[src/rtl/first_fit_page_run_allocator_assert.svh]
// Assertion helpers for the page run allocator.
`ifndef FIRST_FIT_PAGE_RUN_ALLOCATOR_ASSERT_SVH
`define FIRST_FIT_PAGE_RUN_ALLOCATOR_ASSERT_SVH

// Same-cycle implication.
`define FFPR_ASSERT_IMPLY(name, clk, rst, cond, expr) \
   name: assert property (@(posedge clk) disable iff (rst) (cond) |-> (expr)) \
      else $error("ffpr: same-cycle check failed");

// Next-cycle implication.
`define FFPR_ASSERT_NEXT(name, clk, rst, cond, expr) \
   name: assert property (@(posedge clk) disable iff (rst) (cond) |=> (expr)) \
      else $error("ffpr: next-cycle check failed");

`endif

[src/rtl/ffpr_pkg.sv]
`default_nettype none
package ffpr_pkg;

   localparam int DEF_NUM_PAGES   = 4096;
   localparam int WORD_W          = 64;
   localparam int COUNT_FIELD_MAX = 8191;

   localparam int MODE_W   = 2;
   localparam int START_W  = 12;
   localparam int COUNT_W  = 13;
   localparam int STATUS_W = 2;
   localparam int DATA_W   = 32;

   localparam logic [MODE_W-1:0] MODE_ALLOC = 2'd0;
   localparam logic [MODE_W-1:0] MODE_FREE  = 2'd1;
   localparam logic [MODE_W-1:0] MODE_MAP   = 2'd2;
   localparam logic [MODE_W-1:0] MODE_UNMAP = 2'd3;

   localparam logic [STATUS_W-1:0] ST_OK      = 2'd0;
   localparam logic [STATUS_W-1:0] ST_NOSPACE = 2'd1;
   localparam logic [STATUS_W-1:0] ST_BAD     = 2'd2;

endpackage
`default_nettype wire

[src/rtl/ffpr_ram.sv]
`default_nettype none
module ffpr_ram #(
   parameter int WIDTH = 64,
   parameter int DEPTH = 64,
   localparam int ADDR_W = (DEPTH > 1) ? $clog2(DEPTH) : 1
) (
   input  wire logic                     clock,
   input  wire logic                     wr_en,
   input  wire logic [ADDR_W-1:0]        wr_addr,
   input  wire logic [WIDTH-1:0]         wr_data,
   input  wire logic [ADDR_W-1:0]        rd_addr,
   output logic      [WIDTH-1:0]         rd_data
);
   logic [WIDTH-1:0] mem_ff [DEPTH];
   logic [WIDTH-1:0] rd_data_ff;

   always_ff @(posedge clock) begin
      if (wr_en) begin
         mem_ff[wr_addr] <= wr_data;
      end
      rd_data_ff <= mem_ff[rd_addr];
   end

   assign rd_data = rd_data_ff;
endmodule
`default_nettype wire

[src/rtl/first_fit_page_run_allocator.sv]
// First-fit page run allocator.
// req channel: one beat per request (mode, start_page, page_count); req_tready
// is high only while the block is idle, so one request is in work at a time.
// rsp channel: one beat per request (status, run_start, pages_in_use).
// The in-use map sits in a RAM of 64-bit words, W = ceil(NUM_PAGES/64) deep.
// Bad requests go straight to the result. Free, map and unmap read, modify and
// write back each map word of the run. An allocate first scans for a free run:
// a fully free or fully used word is judged as a whole and a mixed word page by
// page, after which the scan reads the next word anew; a run that is found is
// marked like a map. If no run is found, the scan ends with no space.
// The block is back in idle, ready for a new request, as the result is loaded.
// After reset the block sweeps zeros through the map RAM, one word per cycle;
// req_tready stays low until the sweep ends.
// Results sit in an output register; while the receiver stalls the block
// takes and works the next request, then waits with its result until the
// register is free.
`default_nettype none
module first_fit_page_run_allocator import ffpr_pkg::*; #(
   parameter int NUM_PAGES = DEF_NUM_PAGES
) (
   input  wire logic              clock,
   input  wire logic              reset,
   input  wire logic              req_tvalid,
   output logic                   req_tready,
   // [1:0] mode, [13:2] start_page, [26:14] page_count
   input  wire logic [DATA_W-1:0] req_tdata,
   output logic                   rsp_tvalid,
   input  wire logic              rsp_tready,
   // [1:0] status, [13:2] run_start, [26:14] pages_in_use
   output logic      [DATA_W-1:0] rsp_tdata
);
   localparam int PW  = $clog2(NUM_PAGES);
   localparam int XW  = (PW + 2 > COUNT_W + 2) ? PW + 2 : COUNT_W + 2;
   localparam int NW  = (NUM_PAGES + WORD_W - 1) / WORD_W;
   localparam int WAW = (NW > 1) ? $clog2(NW) : 1;
   localparam int BW  = $clog2(WORD_W);
   localparam int TAIL = NUM_PAGES % WORD_W;
   localparam logic [WORD_W-1:0] TAIL_MASK =
      (TAIL == 0) ? {WORD_W{1'b1}} : ({WORD_W{1'b1}} >> (WORD_W - TAIL));
   localparam logic [COUNT_W-1:0] COUNT_MAX =
      COUNT_W'((NUM_PAGES < COUNT_FIELD_MAX) ? NUM_PAGES : COUNT_FIELD_MAX);
   localparam logic [WAW-1:0] LAST_WORD = WAW'(NW - 1);
   localparam logic [XW-1:0]  NP_X      = XW'(NUM_PAGES);

   localparam logic [3:0] S_CLEAR      = 4'd0;
   localparam logic [3:0] S_IDLE       = 4'd1;
   localparam logic [3:0] S_SCAN_RD    = 4'd2;
   localparam logic [3:0] S_SCAN_EVAL  = 4'd3;
   localparam logic [3:0] S_SCAN_BIT   = 4'd4;
   localparam logic [3:0] S_MARK_SETUP = 4'd5;
   localparam logic [3:0] S_MARK_RD    = 4'd6;
   localparam logic [3:0] S_MARK_WR    = 4'd7;
   localparam logic [3:0] S_FINISH     = 4'd8;

   logic [3:0]          state_ff, state_in;
   logic [MODE_W-1:0]   mode_ff, mode_in;
   logic [COUNT_W-1:0]  len_ff, len_in;
   logic [PW-1:0]       first_ff, first_in;
   logic [PW-1:0]       last_ff, last_in;
   logic [WAW-1:0]      word_ff, word_in;
   logic [BW-1:0]       bit_ff, bit_in;
   logic [WORD_W-1:0]   free_ff, free_in;
   logic [XW-1:0]       run_ff, run_in;
   logic [STATUS_W-1:0] status_ff, status_in;
   logic [COUNT_W-1:0]  count_ff, count_in;
   logic                rsp_valid_ff, rsp_valid_in;
   logic [DATA_W-1:0]   rsp_data_ff, rsp_data_in;

   logic              wr_en;
   logic [WAW-1:0]    wr_addr;
   logic [WORD_W-1:0] wr_data;
   logic [WAW-1:0]    rd_addr;
   logic [WORD_W-1:0] rd_data;

   ffpr_ram #(
      .WIDTH (WORD_W),
      .DEPTH (NW)
   ) u_map_ram (
      .clock   (clock),
      .wr_en   (wr_en),
      .wr_addr (wr_addr),
      .wr_data (wr_data),
      .rd_addr (rd_addr),
      .rd_data (rd_data)
   );

   logic [MODE_W-1:0]  req_mode;
   logic [START_W-1:0] req_start;
   logic [COUNT_W-1:0] req_count;
   logic               req_bad;
   logic [WORD_W-1:0]  word_free;
   logic [XW-1:0]      word_base;
   logic [XW-1:0]      bit_pos;
   logic               is_first_word;
   logic               is_last_word;
   logic [BW-1:0]      lo_off;
   logic [BW-1:0]      hi_off;
   logic [WORD_W-1:0]  run_mask;
   logic               set_marks;
   logic               rsp_free;
   logic [XW-1:0]      count_sum;
   logic [COUNT_W-1:0] count_next;

   assign req_mode  = req_tdata[1:0];
   assign req_start = req_tdata[13:2];
   assign req_count = req_tdata[26:14];
   assign req_bad   = (req_count == '0) ||
                      ((req_mode == MODE_ALLOC) ? (XW'(req_count) > NP_X)
                                                : (XW'(req_start) + XW'(req_count) > NP_X));

   assign word_free = ~rd_data & ((word_ff == LAST_WORD) ? TAIL_MASK : {WORD_W{1'b1}});
   assign word_base = XW'(word_ff) << BW;
   assign bit_pos   = word_base | XW'(bit_ff);

   assign is_first_word = (XW'(word_ff) == (XW'(first_ff) >> BW));
   assign is_last_word  = (XW'(word_ff) == (XW'(last_ff) >> BW));
   assign lo_off   = is_first_word ? first_ff[BW-1:0] : '0;
   assign hi_off   = is_last_word ? last_ff[BW-1:0] : {BW{1'b1}};
   assign run_mask = ({WORD_W{1'b1}} << lo_off) & ({WORD_W{1'b1}} >> (~hi_off));
   assign set_marks = (mode_ff == MODE_ALLOC) || (mode_ff == MODE_MAP);

   assign rsp_free  = !rsp_valid_ff || rsp_tready;
   assign count_sum = XW'(count_ff) + XW'(len_ff);

   always_comb begin
      count_next = count_ff;
      if (status_ff == ST_OK) begin
         if (mode_ff == MODE_ALLOC) begin
            count_next = (count_sum > XW'(COUNT_MAX)) ? COUNT_MAX : COUNT_W'(count_sum);
         end else if (mode_ff == MODE_FREE) begin
            count_next = (count_ff > len_ff) ? count_ff - len_ff : '0;
         end
      end
   end

   always_comb begin
      state_in     = state_ff;
      mode_in      = mode_ff;
      len_in       = len_ff;
      first_in     = first_ff;
      last_in      = last_ff;
      word_in      = word_ff;
      bit_in       = bit_ff;
      free_in      = free_ff;
      run_in       = run_ff;
      status_in    = status_ff;
      count_in     = count_ff;
      rsp_valid_in = rsp_valid_ff && !rsp_tready;
      rsp_data_in  = rsp_data_ff;
      req_tready   = 1'b0;
      wr_en        = 1'b0;
      wr_addr      = word_ff;
      wr_data      = '0;
      rd_addr      = word_ff;

      case (state_ff)
         S_CLEAR: begin
            wr_en = 1'b1;
            if (word_ff == LAST_WORD) begin
               state_in = S_IDLE;
            end else begin
               word_in = word_ff + 1'b1;
            end
         end
         S_IDLE: begin
            req_tready = 1'b1;
            if (req_tvalid) begin
               mode_in   = req_mode;
               len_in    = req_count;
               first_in  = PW'(req_start);
               run_in    = '0;
               word_in   = '0;
               status_in = ST_OK;
               if (req_bad) begin
                  status_in = ST_BAD;
                  state_in  = S_FINISH;
               end else if (req_mode == MODE_ALLOC) begin
                  state_in = S_SCAN_RD;
               end else begin
                  state_in = S_MARK_SETUP;
               end
            end
         end
         S_SCAN_RD: begin
            state_in = S_SCAN_EVAL;
         end
         S_SCAN_EVAL: begin
            rd_addr = word_ff + 1'b1;
            if (word_free == {WORD_W{1'b1}} &&
                run_ff + XW'(WORD_W) >= XW'(len_ff)) begin
               first_in = PW'(word_base - run_ff);
               state_in = S_MARK_SETUP;
            end else if (word_free != '0 && word_free != {WORD_W{1'b1}}) begin
               free_in  = word_free;
               bit_in   = '0;
               state_in = S_SCAN_BIT;
            end else begin
               run_in = (word_free == '0) ? '0 : run_ff + XW'(WORD_W);
               if (word_ff == LAST_WORD) begin
                  status_in = ST_NOSPACE;
                  state_in  = S_FINISH;
               end else begin
                  word_in = word_ff + 1'b1;
               end
            end
         end
         S_SCAN_BIT: begin
            bit_in = bit_ff + 1'b1;
            if (free_ff[bit_ff] && run_ff + 1'b1 >= XW'(len_ff)) begin
               first_in = PW'(bit_pos - run_ff);
               state_in = S_MARK_SETUP;
            end else begin
               run_in = free_ff[bit_ff] ? run_ff + 1'b1 : '0;
               if (bit_ff == {BW{1'b1}}) begin
                  if (word_ff == LAST_WORD) begin
                     status_in = ST_NOSPACE;
                     state_in  = S_FINISH;
                  end else begin
                     word_in  = word_ff + 1'b1;
                     state_in = S_SCAN_RD;
                  end
               end
            end
         end
         S_MARK_SETUP: begin
            last_in  = PW'(XW'(first_ff) + XW'(len_ff) - 1'b1);
            word_in  = WAW'(XW'(first_ff) >> BW);
            state_in = S_MARK_RD;
         end
         S_MARK_RD: begin
            state_in = S_MARK_WR;
         end
         S_MARK_WR: begin
            wr_en   = 1'b1;
            wr_data = set_marks ? (rd_data | run_mask) : (rd_data & ~run_mask);
            if (is_last_word) begin
               state_in = S_FINISH;
            end else begin
               word_in  = word_ff + 1'b1;
               state_in = S_MARK_RD;
            end
         end
         S_FINISH: begin
            if (rsp_free) begin
               count_in     = count_next;
               rsp_valid_in = 1'b1;
               rsp_data_in  = '0;
               rsp_data_in[1:0]   = status_ff;
               rsp_data_in[13:2]  = (status_ff == ST_OK && mode_ff == MODE_ALLOC) ?
                                    START_W'(first_ff) : '0;
               rsp_data_in[26:14] = count_next;
               state_in     = S_IDLE;
            end
         end
         default: begin
            state_in = S_IDLE;
         end
      endcase
   end

   always_ff @(posedge clock) begin
      if (reset) begin
         state_ff     <= S_CLEAR;
         word_ff      <= '0;
         count_ff     <= '0;
         rsp_valid_ff <= 1'b0;
      end else begin
         state_ff     <= state_in;
         word_ff      <= word_in;
         count_ff     <= count_in;
         rsp_valid_ff <= rsp_valid_in;
      end
      mode_ff     <= mode_in;
      len_ff      <= len_in;
      first_ff    <= first_in;
      last_ff     <= last_in;
      bit_ff      <= bit_in;
      free_ff     <= free_in;
      run_ff      <= run_in;
      status_ff   <= status_in;
      rsp_data_ff <= rsp_data_in;
   end

   assign rsp_tvalid = rsp_valid_ff;
   assign rsp_tdata  = rsp_data_ff;

`include "first_fit_page_run_allocator_assert.svh"

   `FFPR_ASSERT_IMPLY(a_count_cap, clock, reset, 1'b1, count_ff <= COUNT_MAX)
   `FFPR_ASSERT_IMPLY(a_scan_short, clock, reset, state_ff == S_SCAN_BIT,
      run_ff < XW'(len_ff))
   `FFPR_ASSERT_IMPLY(a_nospace_zero, clock, reset,
      rsp_tvalid && rsp_tdata[1:0] != ST_OK, rsp_tdata[13:2] == '0)
   `FFPR_ASSERT_NEXT(a_finish_out, clock, reset, state_ff == S_FINISH && rsp_free,
      rsp_valid_ff && state_ff == S_IDLE)

endmodule
`default_nettype wire

[config.mk]
export PLATFORM = sky130hd
export DESIGN_NAME = first_fit_page_run_allocator
export DESIGN_NICKNAME = d
export VERILOG_FILES = /design/src/rtl/ffpr_pkg.sv /design/src/rtl/ffpr_ram.sv /design/src/rtl/first_fit_page_run_allocator.sv
export VERILOG_INCLUDE_DIRS = /design/src /design/src/rtl
export SDC_FILE = /design/constraint.sdc
export NUM_CORES = 2
export LEC_CHECK = 0
export ABC_CLOCK_PERIOD_IN_PS = 6050
export BUFFER_PORTS_ARGS = -buffer_cell sky130_fd_sc_hd__buf_2
export CORE_AREA = 2 2 701 703
export CTS_BUF_LIST = sky130_fd_sc_hd__clkbuf_16
export CTS_CLUSTER_SIZE = 12
export DETAILED_ROUTE_END_ITERATION = 16
export DIE_AREA = 0 0 703 705
export GPL_ROUTABILITY_DRIVEN = 0
export SYNTH_ARGS = -nofsm -noshare
export SYNTH_HDL_FRONTEND = slang
export SYNTH_SLANG_ARGS = --single-unit
[constraint.sdc]
create_clock -name clock -period 6.05 [get_ports clock]
set_input_delay 0.605 -clock clock [delete_from_list [all_inputs] [get_ports clock]]
set_output_delay 0.605 -clock clock [all_outputs]
set_load 0.02 [all_outputs]
# Word-level counts from Yosys, hierarchy flattened
# Memories as Yosys holds them, arrays and structs flattened. A register that Yosys moved wholly into a read port is not among the register bits.
# Cells that the tools add are included.
# Widths: inputs -> output; s select.
# op_classes
add_sub_neg	11
reduce_logical	30
n_lt_le_gt_ge	7
n_shift	2
eq_ne	29
n_bitwise	8
muxes	62
# op_table
operator	count
$and 64x64->64	2
$mux 64	2
$not 64->64	2
$mux 15	6
$mux 6	12
$mux 13	5
$eq 64x64->1 const B	1
$logic_not 64->1	1
$ne 64x64->1 const B	1
$or 64x64->64	1
$reduce_bool 64->1	1
$shl 64x6->64 const A	1
$shr 64x6->64 const A	1
$pmux 15 s3	1
$mux 4	11
$mux 12	3
$pmux 12 s3	1
$pmux 4 s9	1
$pmux 6 s6	1
$ge 15x13->1	2
$gt 14x13->1 const B	2
$sub 12x12->12	2
$ne 2x2->1 const B	11
$eq 4x3->1 const B	4
45 further kinds	74
# word_totals
mem_bits_rw	4096
out_inout_bits	34
register_bits	177
mem_count	1
elab_cells	164
# mem_list
name	words	word_bits	read_ports	rd_clocked_by_memory_dff	write_ports	line	text
u_map_ram.mem_ff	64	64	1	1	1	ffpr_ram.sv:14	logic [WIDTH-1:0] mem_ff [DEPTH];

# Depth between registers and ports, before layout
# logic_depth
ltp_word	9
ltp_mapped	17
mapped_depth_nobuf	15

# Cells and area by module
# From an unflattened synthesis, not the netlist that was laid out.
# hier_totals
cells_unflattened	8193
area_unflattened_um2	170418.4
# modules_own_cells
mod	n_inst	area_each_um2	cells_each	seq_area_each_um2
ffpr_ram	1	156357.5	6598	124279.2
first_fit_page_run_allocator	1	14061.0	1595	5074.9

# Least setup slack after synthesis
# OpenSTA, ideal clock, no wires.
# synth_timing
kind	flip-flop to flip-flop
startpoint	register word_ff[1]
endpoint	memory u_map_ram.mem_ff[0][60] (data pin)
arrival_ns	4.984
synth_period_minus_slack_ns	5.706
t_required_ns	5.328
path_slack_ns	0.344
stages_incl_launch_ff	8
path_buffers	1
cell_sequence	dfxtp_1 clkbuf_1 xnor2_1 nand4_1 nor4_1 nand2_1 o31a_1 a211oi_1
# synth_via
elab_chain_len	9
# synth_rtl
element	line	text
start: declaration	first_fit_page_run_allocator.sv:60	logic [WAW-1:0] word_ff, word_in;
start signal: assignment	first_fit_page_run_allocator.sv:269	word_ff <= word_in;
$eq 6x6->1	first_fit_page_run_allocator.sv:116	assign is_last_word = (XW'(word_ff) == (XW'(last_ff) >> BW));
$mux 6	first_fit_page_run_allocator.sv:118	assign hi_off = is_last_word ? last_ff[BW-1:0] : {BW{1'b1}};
$not 6->6	first_fit_page_run_allocator.sv:119	assign run_mask = ({WORD_W{1'b1}} << lo_off) & ({WORD_W{1'b1}} >> (~hi_off));
$shr 64x6->64	first_fit_page_run_allocator.sv:119	
$and 64x64->64 *	first_fit_page_run_allocator.sv:119	
$not 64->64	first_fit_page_run_allocator.sv:235	wr_data = set_marks ? (rd_data | run_mask) : (rd_data & ~run_mask);
$and 64x64->64	first_fit_page_run_allocator.sv:235	
$mux 64 *	first_fit_page_run_allocator.sv:235	
$mux 64 *	first_fit_page_run_allocator.sv:156	case (state_ff)
net u_map_ram.wr_data[60]	ffpr_ram.sv:10	input wire logic [WIDTH-1:0] wr_data,
end: declaration	ffpr_ram.sv:14	
# The timed path passes the listed nets; every way through them passes the cells marked *.

# Final worst setup path
# layout_timing
startpoint	register word_ff[4]
endpoint	memory u_map_ram.mem_ff[48][59] (data pin)
# Same word-level chain as after synthesis.

==> reports/qor.csv <==
stage,metric,value,unit
yosys,synth_common_cells,"edfxtp_1, mux4_2, nor2_1",
clock_network,clock_sinks,4337,
sta,tns,0,ns
route,wl,484000,um
clock_network,cts-buffers-inserted,423,
route,wl_per_cell,32.5,um
yosys,synth_cell_types,78,
route,final_antenna_net_count,0,
die,core,488000,um^2
worst_setup_path,r2r_end,u_map_ram.mem_ff[48][59]$_DFFE_PP_,
worst_setup_path,reg2reg_depth,8,
route,routed_via_density,5.75,
yosys,synthCells,7678,
yosys,synth_edf_count,4249,
clock_network,cts-root-buf,clkbuf_16,
yosys,synth_top_area_frac,0.750,
yosys,synthArstFlopShare,0,
worst_setup_path,critPathKind,reg -> reg,
sta,slew_viol_final,0,
clock_network,clk_pin_slew,0.07,ns
die,die_area,496000,um^2
route,vias,85600,
outcome,status,finished with violations,
worst_setup_path,ff2ff_setup_slack,0.51,ns
power_and_ir_drop,p_sw,14.5,mW
power_and_ir_drop,power.internal,48.0,mW
worst_setup_path,cp_data_required_time,6.84,ns
power_and_ir_drop,p_leak,71.8,nW
power_and_ir_drop,peakVddDrop,238,uV
clock_network,cts_buffer_depth,4,
min_path,min-delay-start,req_tdata[12],
job,max_cap_viol_count,1,
finish,fill_cells,42700,
grt,antenna_found_initial,13,
sta,grt_setup_unrepaired,false,
die,fp.dieH,705,um
die,placementRows,257,
sta,hold_viol_final,0,
worst_setup_path,startpoint_type,flop,
yosys,synth-seq-cells,4337,
clock_network,ctsHoldBuffers,20,
sta,timing.final.crit_share,0.916,
min_path,hold_end,first_ff[10]$_DFFE_PP_,
sta,setup-violations-final,0,
yosys,ys_warn_count,0,
route,dr.pass1.iters,17,
power_and_ir_drop,sw_frac_of_total,0.232,
power_and_ir_drop,power_density,322,nW/um^2
die,start_util,0.349,
finish,nNetsFinal,8251,
clock_network,cts_resized,0,
finish,multi_input_area,39800,um^2
yosys,syn_avg_cell_area,22.2,um^2
worst_setup_path,end_kind,flop,
sta,worst_pin_slew,1.48,ns
route,drt_iter0_markers,13500,
yosys,ys_seq_area_frac,0.760,
yosys,synth_flop_cell,edfxtp_1,
yosys,synth_most_common_cell,edfxtp_1,
grt,grt_max_degree,130,
power_and_ir_drop,pwr-share-comb,0.075,
die,die_w,703,um
grt,grt_pass1_wl,668000,um
worst_setup_path,cp_max_fo,41,
sta,fin_skew,0.0675,ns
finish,area_growth,14.1,%
grt,grt-ovfl-total,0,
worst_setup_path,cp.arrival,6.33,ns
clock_network,cts_tree,yes,
placement,place.port_buffers,59,
placement,dpl.hpwl,259000,um
sta,relSlewSlack,0.0114,
sta,period_needed,5.54,ns
finish,utilization,0.398,
sta,fmax,180,MHz
worst_setup_path,r2r_start,word_ff[4]$_SDFFE_PP0P_,
min_path,holdPathStages,3,
clock_network,h-tree-depth,5,
die,io_pins,70,
grt,grt_use_total,0.190,
yosys,syn_area,170000,um^2
yosys,yosysTopAreaCell,edfxtp_1,
finish,seqCellArea,129000,um^2
power_and_ir_drop,seqPwrFrac,0.540,
clock_network,clock_latency,1.03,ns
power_and_ir_drop,power.share.clock,0.385,
grt,grt_pass1_vias,84800,
yosys,synthTopCellsByArea,"edfxtp_1, mux4_2, dfxtp_1",
clock_network,post_cts_buffers,0,
route,drc,7,
min_path,hp-class,in -> reg,
outcome,failed_checks,"DRC, capacitance limit",
finish,drive_above_1_share,0.275,
## kinds of logic (layout without fill, tap and decap cells)
logic type                 count (synthesis)  in the layout  share of synthesized area
DFF                                     4337           4337                      0.760
muxes                                   1323           1323                      0.173
and+or+nand+nor                          753            753                     0.0210
buffers and inverters                    555           1271                     0.0132
AOI/OAI and AO/OA                        527            527                     0.0211
adders and majority gates                105            105                    0.00794
xor gates and xnor gates                  77             77                    0.00396
other                                      1              6                  0.0000220
## layer usage
layer,vias up,GRT usage,wire (um)
li1,33300,-,-
met1,46400,0.260,186000
met2,4893,0.306,231000
met3,969,0.0351,46900
met4,6,0.0684,19700
met5,-,0.000777,120
## critical path, stage by stage, from the launching register on
cell and delay, ns:
dfxtp_1 0.71, xnor2_1 0.20, nand4_1 0.38, nor4_1 1.15, nand2_1 0.37, o311ai_0 0.75, mux2i_1 0.46, nor2_4 0.86
buf_4 0.39
## stage by stage
step	instance area, um^2	total power, mW	hold WS [ns]	cells	worst slack [ns]
2_1_floorplan	170000	37.1	0.453	7682	0.344
4_1_cts	194000	62.9	0.0185	14900	0.934
3_3_place_gp	182000	39.0	0.495	14100	1.06
5_1_grt	194000	64.2	0.112	14900	0.436
3_5_place_dp	182000	39.1	0.492	14100	0.935
6_report	194000	62.5	0.124	14900	0.510
## power by group through the flow
stage	combinational (mW)	clock, mW	sequential [mW]
6_report	4.68	24.0	33.8
5_1_grt	4.95	25.5	33.7
4_1_cts	4.75	24.4	33.7
3_5_place_dp	4.73	0	34.4
3_3_place_gp	4.70	0	34.3
2_1_floorplan	3.19	0	33.9
## cells in the final DEF, fill, tap and decap left out, types with 20 or more instances in the layout
| master | synthesis | routed |
|---|---|---|
| a211oi_1 | 51 | 23 |
| a211oi_4 | 0 | 28 |
| a21oi_1 | 111 | 111 |
| a22oi_1 | 137 | 137 |
| and3_1 | 26 | 26 |
| buf_12 | 0 | 92 |
| buf_2 | 106 | 59 |
| buf_4 | 8 | 224 |
| clkbuf_16 | 0 | 427 |
| clkinv_1 | 4 | 50 |
| dfxtp_1 | 88 | 88 |
| dlygate4sd3_1 | 0 | 20 |
| edfxtp_1 | 4249 | 4249 |
| ha_1 | 100 | 100 |
| inv_1 | 157 | 347 |
| mux2i_1 | 29 | 28 |
| mux4_2 | 1292 | 1292 |
| nand2_1 | 170 | 170 |
| nand2b_1 | 28 | 28 |
| nand3_1 | 45 | 45 |
| nand4_1 | 38 | 38 |
| nor2_1 | 259 | 167 |
| nor2_4 | 0 | 92 |
| nor2b_1 | 27 | 27 |
| nor3_1 | 59 | 49 |
| nor4_1 | 33 | 32 |
| o21ai_0 | 68 | 68 |
| xnor2_1 | 51 | 48 |
| xor2_1 | 26 | 26 |
## worst max path at each step
stage	end	slack (ns)	depth (start not counted)	startpoint
after floorplan	u_map_ram.mem_ff[0][60]$_DFFE_PP_	0.34	7	word_ff[1]$_SDFFE_PP0P_
after global placement	u_map_ram.mem_ff[21][40]$_DFFE_PP_	1.06	9	word_ff[4]$_SDFFE_PP0P_
after detailed placement	u_map_ram.mem_ff[37][59]$_DFFE_PP_	0.94	8	word_ff[4]$_SDFFE_PP0P_
after CTS	u_map_ram.mem_ff[35][59]$_DFFE_PP_	0.93	8	word_ff[4]$_SDFFE_PP0P_
after global routing	u_map_ram.mem_ff[59][38]$_DFFE_PP_	0.44	9	word_ff[4]$_SDFFE_PP0P_
final	u_map_ram.mem_ff[48][59]$_DFFE_PP_	0.51	8	word_ff[4]$_SDFFE_PP0P_
## layout make-up
type | instances | share of cell area
multi-input cells | 2790 | 0.205
clock buffers | 427 | 0.0550
inverters | 161 | 0.00311
flip-flops and latches | 4337 | 0.666
repair buffers | 397 | 0.0210
clock inverters | 286 | 0.00855
diodes | 1 | 0.0000129
well taps | 6475 | 0.0417
## state kept, by name (all words and copies together) (netlist names)
register and count:
u_map_ram.mem_ff 4096, free_ff 64, u_map_ram.rd_data 64, rsp_tdata 27, run_ff 15, count_ff 13
len_ff 13, first_ff 12, last_ff 12, bit_ff 6, word_ff 6, state_ff 4
mode_ff 2, status_ff 2, rsp_tvalid 1
(Power assumes the default switching activity.)
